**config.mk**
```make
export PLATFORM = sky130hd
export DESIGN_NAME = rpi_queue
export DESIGN_NICKNAME = d
export VERILOG_FILES = /design/src/hw/rtl/rpi_pkg.sv /design/src/hw/rtl/rpi_queue.sv
export SDC_FILE = /design/constraint.sdc
export NUM_CORES = 1
export LEC_CHECK = 0
export BUFFER_PORTS_ARGS = -buffer_cell sky130_fd_sc_hd__clkbuf_2
export CORE_MARGIN = 5
export CORE_UTILIZATION = 43
export DETAILED_ROUTE_END_ITERATION = 16
export PLACE_DENSITY = 0.67
export SLEW_MARGIN = 20
export SYNTH_ARGS = -nofsm -noshare
export SYNTH_HDL_FRONTEND = slang
export SYNTH_SLANG_ARGS = --single-unit
```
**constraint.sdc**
```tcl
create_clock -name clk -period 14.01 [get_ports clk]
set_clock_uncertainty 0.15 [all_clocks]
set_input_delay 4.203 -clock clk [delete_from_list [all_inputs] [get_ports clk]]
set_output_delay 4.203 -clock clk [all_outputs]
set_load 0.01 [all_outputs]
```
**src/hw/rtl/rpi_pkg.sv**
```systemverilog
package rpi_pkg;

  // Fixed-point format of coordinates and coefficients
  localparam int COORD_W     = 32;
  localparam int FRAC_BITS   = 16;
  localparam int QUEUE_DEPTH = 4;

  // Exact widths of the intermediate terms
  localparam int DIR_W  = COORD_W + 1;
  localparam int NUM_W  = ((2 * COORD_W > COORD_W + FRAC_BITS) ?
                           2 * COORD_W : COORD_W + FRAC_BITS) + 3;
  localparam int DEN_W  = 2 * COORD_W + 3;
  localparam int PROD_W = NUM_W + DIR_W;
  // Quotient bits kept; anything larger saturates regardless of the centre
  localparam int QUO_W  = COORD_W + 2;

  typedef enum logic [2:0] {
    REG_CENTER_X = 3'd0,
    REG_CENTER_Y = 3'd1,
    REG_CENTER_Z = 3'd2,
    REG_PLANE_A  = 3'd3,
    REG_PLANE_B  = 3'd4,
    REG_PLANE_C  = 3'd5,
    REG_PLANE_D  = 3'd6
  } cfg_reg_t;

  typedef logic [COORD_W-1:0] coord_t;

  typedef struct packed {
    coord_t point_x;
    coord_t point_y;
    coord_t point_z;
  } in_item_t;

  typedef struct packed {
    coord_t hit_x;
    coord_t hit_y;
    coord_t hit_z;
    logic   parallel;
    logic   saturated;
  } out_item_t;

  typedef struct packed {
    coord_t center_x;
    coord_t center_y;
    coord_t center_z;
    coord_t plane_a;
    coord_t plane_b;
    coord_t plane_c;
    coord_t plane_d;
  } cfg_t;

  // Work handed from the front to the divider: denominator and num*dir per axis
  typedef struct packed {
    logic [DEN_W-1:0]  den;
    logic [PROD_W-1:0] prod_x;
    logic [PROD_W-1:0] prod_y;
    logic [PROD_W-1:0] prod_z;
  } job_t;

endpackage

```
**src/hw/rtl/rpi_queue.sv**
```systemverilog
module rpi_queue #(
  parameter int DEPTH = rpi_pkg::QUEUE_DEPTH
) (
  input  logic          clk,
  input  logic          rst_n,
  input  logic          push,
  input  rpi_pkg::job_t din,
  output logic          full,
  input  logic          pop,
  output rpi_pkg::job_t dout,
  output logic          empty
);

  localparam int AW = (DEPTH > 1) ? $clog2(DEPTH) : 1;
  localparam int CW = $clog2(DEPTH + 1);

  rpi_pkg::job_t mem [DEPTH];
  logic [AW-1:0] wr_ptr_r, rd_ptr_r;
  logic [CW-1:0] count_r;

  assign full  = (count_r == CW'(DEPTH));
  assign empty = (count_r == '0);
  assign dout  = mem[rd_ptr_r];

  // storage
  always_ff @(posedge clk) begin
    if (push) begin
      mem[wr_ptr_r] <= din;
    end
  end

  // pointers and fill count
  always_ff @(posedge clk) begin
    if (!rst_n) begin
      wr_ptr_r <= '0;
      rd_ptr_r <= '0;
      count_r  <= '0;
    end else begin
      if (push) begin
        wr_ptr_r <= (wr_ptr_r == AW'(DEPTH - 1)) ? '0 : wr_ptr_r + 1'b1;
      end
      if (pop) begin
        rd_ptr_r <= (rd_ptr_r == AW'(DEPTH - 1)) ? '0 : rd_ptr_r + 1'b1;
      end
      if (push && !pop) begin
        count_r <= count_r + 1'b1;
      end else if (pop && !push) begin
        count_r <= count_r - 1'b1;
      end
    end
  end

endmodule

```
==> results of run 1 <==
[cell families (layout without fill, tap and decap cells)]
logic type               count (synthesis)  after routing
flip-flops                            1477           1477
multiplexers                           371            371
buffers and inverters                   86           1025
AND/OR/NAND/NOR                         15             15
adder cells (fa/ha/maj)                  7              7
AO/OA/AOI/OAI                            3              3
XOR/XNOR                                 2              2
other                                    0             24
[layout make-up]
type	count	area (µm²)	area share
well taps	1637	2050	0.0322
flip-flops and latches	1477	44300	0.696
clock inverters	75	682	0.0107
diodes	24	60.1	0.000944
clock buffers	185	3970	0.0624
inverters	4	15.0	0.000236
multi-input cells	398	8540	0.134
repair buffers	761	4010	0.0631
[sequential cells by signal, indices dropped and copies added (netlist names), named ones only]
| name | cells |
|---|---|
| mem | 1468 |
| count_r | 3 |
| rd_ptr_r | 2 |
| wr_ptr_r | 2 |
[metal layers]
layer | vias up | GRT usage
li1 | 10300 | -
met1 | 12500 | 0.207
met2 | 958 | 0.270
met3 | 205 | 0.0820
met4 | 48 | 0.0570
met5 | - | 0
[layout by cell type (no fill, tap or decap), types with 2 or more instances in the layout]
cell / netlist / final
and2_4: 0 / 4
buf_12: 0 / 12
buf_4: 3 / 10
bufinv_16: 0 / 10
clkbuf_1: 6 / 31
clkbuf_16: 0 / 154
clkbuf_2: 0 / 739
clkinv_1: 0 / 35
clkinv_2: 0 / 19
clkinv_4: 0 / 3
clkinv_8: 0 / 2
dfxtp_1: 9 / 7
dfxtp_4: 0 / 2
diode_2: 0 / 24
edfxtp_1: 1468 / 1468
ha_1: 6 / 6
inv_1: 4 / 4
inv_16: 0 / 2
inv_6: 0 / 3
mux2i_1: 4 / 4
mux4_2: 367 / 367
nor2b_1: 5 / 5
nor3_1: 2 / 2
[through the flow]
step / hold slack (ns) / cell area [µm²] / setup WS [ns] / total power, W
6_report: 0.397 / 63600 / 5.55 / 0.00970
2_1_floorplan: 0.322 / 53500 / 0.622 / 0.00573
3_3_place_gp: 0.337 / 58900 / 6.28 / 0.00601
4_1_cts: 0.397 / 63500 / 5.40 / 0.00982
3_5_place_dp: 0.385 / 58900 / 6.25 / 0.00604
5_1_grt: 0.444 / 63600 / 5.19 / 0.0101
[power by group through the flow]
stage | combinational, W | clock, W | sequential, W
after CTS | 0.000834 | 0.00386 | 0.00512
after detailed placement | 0.000830 | 0 | 0.00521
final | 0.000814 | 0.00376 | 0.00512
after global routing | 0.000874 | 0.00407 | 0.00513
after global placement | 0.000813 | 0 | 0.00520
after floorplan | 0.000467 | 0 | 0.00526
[worst min path at each step]
stage / from / to / cells past startpoint
finish: count_r[2] / count_r[2] / 2
global route: wr_ptr_r[1] / wr_ptr_r[1] / 2
CTS: count_r[2] / count_r[2] / 2
detailed placement: count_r[2] / count_r[2] / 2
global placement: count_r[2] / count_r[2] / 2
floorplan: count_r[2] / count_r[2] / 2
[Yosys cell counts, types with 2 or more instances]
library cell | number | area share
nor2b_1 | 5 | 0.00058
inv_1 | 4 | 0.00028
buf_2 | 35 | 0.0033
buf_6 | 25 | 0.0053
clkbuf_1 | 6 | 0.00042
ha_1 | 6 | 0.0014
and2_1 | 5 | 0.00058
dfxtp_1 | 9 | 0.0034
buf_8 | 13 | 0.0036
buf_4 | 3 | 0.00042
edfxtp_1 | 1468 | 0.82
nor3_1 | 2 | 0.00019
mux4_2 | 367 | 0.15
mux2i_1 | 4 | 0.00075
[worst reg2reg max path, cell delays in order, from the launching register on]
cell	delay [ns]
dfxtp_1	0.35
inv_1	0.10
ha_1	0.16
and2_4	0.54
buf_4	0.91
buf_12	0.50
==> qor.csv, run 1 <==
metric,value,unit
status,finished clean,
Filler cells,9562,
Comb pwr share,0.084,
reg2reg setup slack,10.48,ns
Max-slew headroom,0.154,
register bit count reported by yosys,1477,
fmax,118,MHz
reg-to-reg critical path endpoint,mem[2][97],
Leak Pwr,21.2,nW
worst r2r src,wr_ptr_r[0],
sw power,0.00209,W
Final TNS setup,0,ns
Die Y,363,µm
Total Routed Length,114,mm
synthesized area per cell,27.3,µm²
placed insts,4277,
Sink Count,1477,
Max Slew Vio Count,0,
Post-synth EDFFs,1468,
grt total ovfl,0,
Routed Antenna Nets,0,
All-Layer GR Usage,0.170,
Initial DRC Count,2419,
VDD IR max,0.133,mV
Post-Synthesis Cells,1961,
vias post-DR,24000,
# rows,129,
Routed WL per cell,25.0,µm
largest family of logic cells by synthesized area,multiplexers,
dpl hpwl,72.4,mm
Routed met3 length,13.4,mm
core area,124000,µm²
final setup violation count,0,
min Tclk post-route,8.46,ns
slew of the pin with the lowest slew margin,1.27,ns
"Slowest-stage cell, CP",buf_4,
cell family with most CP delay,buffers and inverters,
WP buf/inv,4,
internal power,0.00761,W
clock latency on the worst-skew pair,0.74,ns
WP data arrival,4.11,ns
sequential-to-total area share from yosys stat,0.827,
Post-synth ARST share,0,
cts hold-fix bufs,0,
Setup crit end,dout[114],
H-tree depth,4,
Max clock buf depth,3,
Starting Density,0.433,
Worst Setup End Kind,primary output,
Post-Synthesis Net Count,2339,
CTS Buf Count,150,
Vias/cell,5.27,
Sw Ratio,0.215,
CP max stage delay,0.67,ns
Seq pwr share,0.528,
IO Count,740,
Synth-to-Final Area Change,18.9,%
Die W,363,µm
Yosys cell types,23,
Root Buffer,clkbuf_16,
WS Path Type,flop to primary output,
CP dominant cell by count,buf_4,
synth warn,0,
crit-path cells,"buf_4, buf_4, buf_12, mux4_2, clkbuf_2",
post-CTS setup buffers,0,
Final Util,0.514,
Worst path depth,5,
antenna violations before repair,46,
worst min path class,flop to flop,
Startpoint Class,flop,
"CTS clk-pin slew, worst paths",0.06,ns
post-synthesis compound-gate area fraction,0.000374,
die area,132000,µm²
crit-path max FO,105,
cells on worst reg2reg path,5,
IO buf count,739,
unrepaired setup endpoints after global routing,false,
met2 wire length,55.4,mm
layout cell share with drive strength beyond 1,0.458,
Synth Area in XOR/XNOR,0.000327,
part of the power in the clock network,0.388,
Pre-antenna DRT Iters,5,
Simple-Gate Fraction of Synth Area,0.00168,
Worst Path Required,9.66,ns
fin cells,4561,
Final Hold Vio Count,0,
multiplexer area fraction after synthesis,0.155,
post-layout net count,3170,
vias in the first global route,25500,
M1 WL,41.8,mm
power per cell area,152,nW/µm²
period utilization,0.604,
Residual DRC,0,
Adder-Cell Fraction of Synth Area,0.00178,
Max Cap Viol,0,
first-pass GRT wire length,167,mm
largest net degree at the start of global routing,145,
CTS tree,yes,
# resized after CTS,0,
ys flop type,edfxtp_1,
Routability Congestion,0.793,
highest routed metal layer,met5,
Mapped Area,53500,µm²
Power figures use the tool's default switching activity.
==> inputs of run 2 (changes only) <==
Clock period 14.01 ns to 7.4 ns, I/O delays scaled along.
==> run 2 against run 1 <==
Net effect:
- via count increased by 1.1%
- non-clock buffer count rose by 21
- hold slack got worse by 0.015 ns
- sequential share of layout area shrank 0.11 points
- register-to-register slack got worse by 5.7 ns
- critical path depth down 2
- power up 88%
- flip-flop and latch count unchanged
- core utilization is 0.081 points higher
- count of clock-buffer cells in the layout grew 7
- worst setup slack worse by 3.6 ns
==> qor.csv, run 2 (synthesis gave the netlist of run 1 again) <==
metric,value,unit,change
status,finished clean,,unchanged
fmax,183,MHz,
highest-count cells in the layout ignoring fill and taps,"edfxtp_1, clkbuf_2, mux4_2",,unchanged
cts hold-fix bufs,0,,unchanged
All-Layer GR Usage,0.177,,was 0.170
fin cells,4582,,"was 4,561"
Max-slew headroom,0.343,,was 0.154
part of the power in the clock network,0.382,,was 0.388
Sw Ratio,0.217,,was 0.215
core area,124000,µm²,unchanged
reg2reg setup slack,4.77,ns,was 10.48 ns
"CTS clk-pin slew, worst paths",0.06,ns,about the same
slew of the pin with the lowest slew margin,0.986,ns,was 1.27 ns
CTS Buf Count,146,,was 150
Pre-antenna DRT Iters,5,,unchanged
Leak Pwr,21.3,nW,was 21.2 nW
Max Slew Vio Count,0,,unchanged
Die Y,363,µm,unchanged
crit-path max FO,38,,was 105
power per cell area,286,nW/µm²,was 152 nW/µm²
Initial DRC Count,2401,,"was 2,419"
Vias/cell,5.30,,was 5.27
IO Count,740,,unchanged
min Tclk post-route,5.46,ns,
VDD IR max,0.253,mV,was 0.133 mV
post-CTS setup buffers,0,,unchanged
final worst slack,1.94,ns,was 5.55 ns
Startpoint Class,flop,,unchanged
Routed Antenna Nets,0,,unchanged
vias in the first global route,25900,,was 25.5k
Largest register FFs,1468,,unchanged
first-pass GRT wire length,172,mm,was 167 mm
CTS tree,yes,,unchanged
Routability Congestion,0.805,,was 0.793
Total Routed Length,117,mm,was 114 mm
total power draw,0.0182,W,was 0.00970 W
Synth-to-Final Area Change,19.1,%,was 18.9%
antenna violations before repair,40,,was 46
Sink Count,1477,,unchanged
Die W,363,µm,unchanged
WP data arrival,3.09,ns,was 4.11 ns
"commonest non-fill, non-tap cell in the layout",edfxtp_1,,unchanged
layout cell share with drive strength beyond 1,0.461,,was 0.458
Comb pwr share,0.086,,was 0.084
H-tree depth,4,,unchanged
Max Cap Viol,0,,unchanged
pre-CTS setup slack,2.57,ns,was 6.25 ns
Worst Path Required,5.03,ns,was 9.66 ns
placed insts,4298,,"was 4,277"
period utilization,0.737,,
worst min path class,flop to flop,,unchanged
# resized after CTS,0,,unchanged
Residual DRC,0,,unchanged
Seq pwr share,0.532,,was 0.528
post-layout net count,3187,,"was 3,170"
Final Hold Vio Count,0,,unchanged
die area,132000,µm²,unchanged
# rows,129,,unchanged
vias post-DR,24300,,was 24.0k
largest net degree at the start of global routing,122,,was 145
Largest Register,mem,,unchanged
sw power,0.00396,W,was 0.00209 W
Routed WL per cell,25.6,µm,was 25.0 µm
internal power,0.0143,W,was 0.00761 W
WS Path Type,flop to primary output,,unchanged
Final TNS setup,0,ns,unchanged
Worst Setup End Kind,primary output,,unchanged
unrepaired setup endpoints after global routing,false,,unchanged
Max clock buf depth,3,,unchanged
final setup violation count,0,,unchanged
fin area,63700,µm²,"was 63,600 µm²"
grt total ovfl,0,,unchanged
Area after DPL,59100,µm²,"was 58,900 µm²"
clock latency on the worst-skew pair,0.75,ns,was 0.74 ns
Root Buffer,clkbuf_16,,unchanged
IO buf count,739,,unchanged
Starting Density,0.433,,unchanged
dpl hpwl,76.6,mm,was 72.4 mm
biggest regs,"mem: 1468 flops, count_r: 3 flops",,unchanged
## run 2: cell count changes in the layout (fill, tap and decap cells not counted), moves of 2 or more
cell / previous run / this run
buf_4: 10 / 26
clkbuf_1: 31 / 39
buf_12: 12 / 17
bufinv_16: 10 / 6
clkinv_1: 35 / 31
diode_2: 24 / 21
clkbuf_16: 154 / 152
clkinv_8: 2 / 4
clkinvlp_4: 0 / 2
## run 2: layout make-up
class	count	area [µm²]
diodes	21	52.6
clock buffers	192	3960
clock inverters	71	576
fillers	9568	59900
inverters	4	15.0
multi-input cells	398	8540
flip-flops and latches	1477	44300
well taps	1637	2050
repair buffers	782	4230
## run 2: path summary, 6_finish.rpt
check | depth (start not counted) | endpoint | from
max | 3 | dout[344] | flop
min | 2 | count_r[2] | count_r[2]
max reg2reg | 4 | mem[2][333] | wr_ptr_r[0]
min reg2reg | 2 | count_r[2] | count_r[2]
## run 2: per-stage QoR
step | hold slack (ns) | utilization
global placement | 0.335 | 0.478
detailed placement | 0.381 | 0.478
global route | 0.422 | 0.515
floorplan | 0.322 | -
finish | 0.382 | 0.515
CTS | 0.391 | 0.515
## run 2: per-layer routing
layer	vias to the layer above	share of wire	track usage
met5	-	0.0025	0
met4	42	0.025	0.0537
met3	206	0.12	0.0839
met2	1032	0.50	0.289
met1	12700	0.35	0.210
li1	10300	-	-
## run 2: worst max-delay path: stages (launching register included)
cell,delay (ns)
dfxtp_4,0.79
buf_4,0.71
mux4_2,0.64
clkbuf_2,0.16
## run 2: power by group through the flow
stage                     combinational, W  clock [W]  sequential [W]
after global routing               0.00168    0.00750         0.00972
after detailed placement           0.00159          0         0.00988
final                              0.00156    0.00696         0.00970
after floorplan                   0.000884          0         0.00989
after CTS                          0.00160    0.00714         0.00970
after global placement             0.00155          0         0.00985
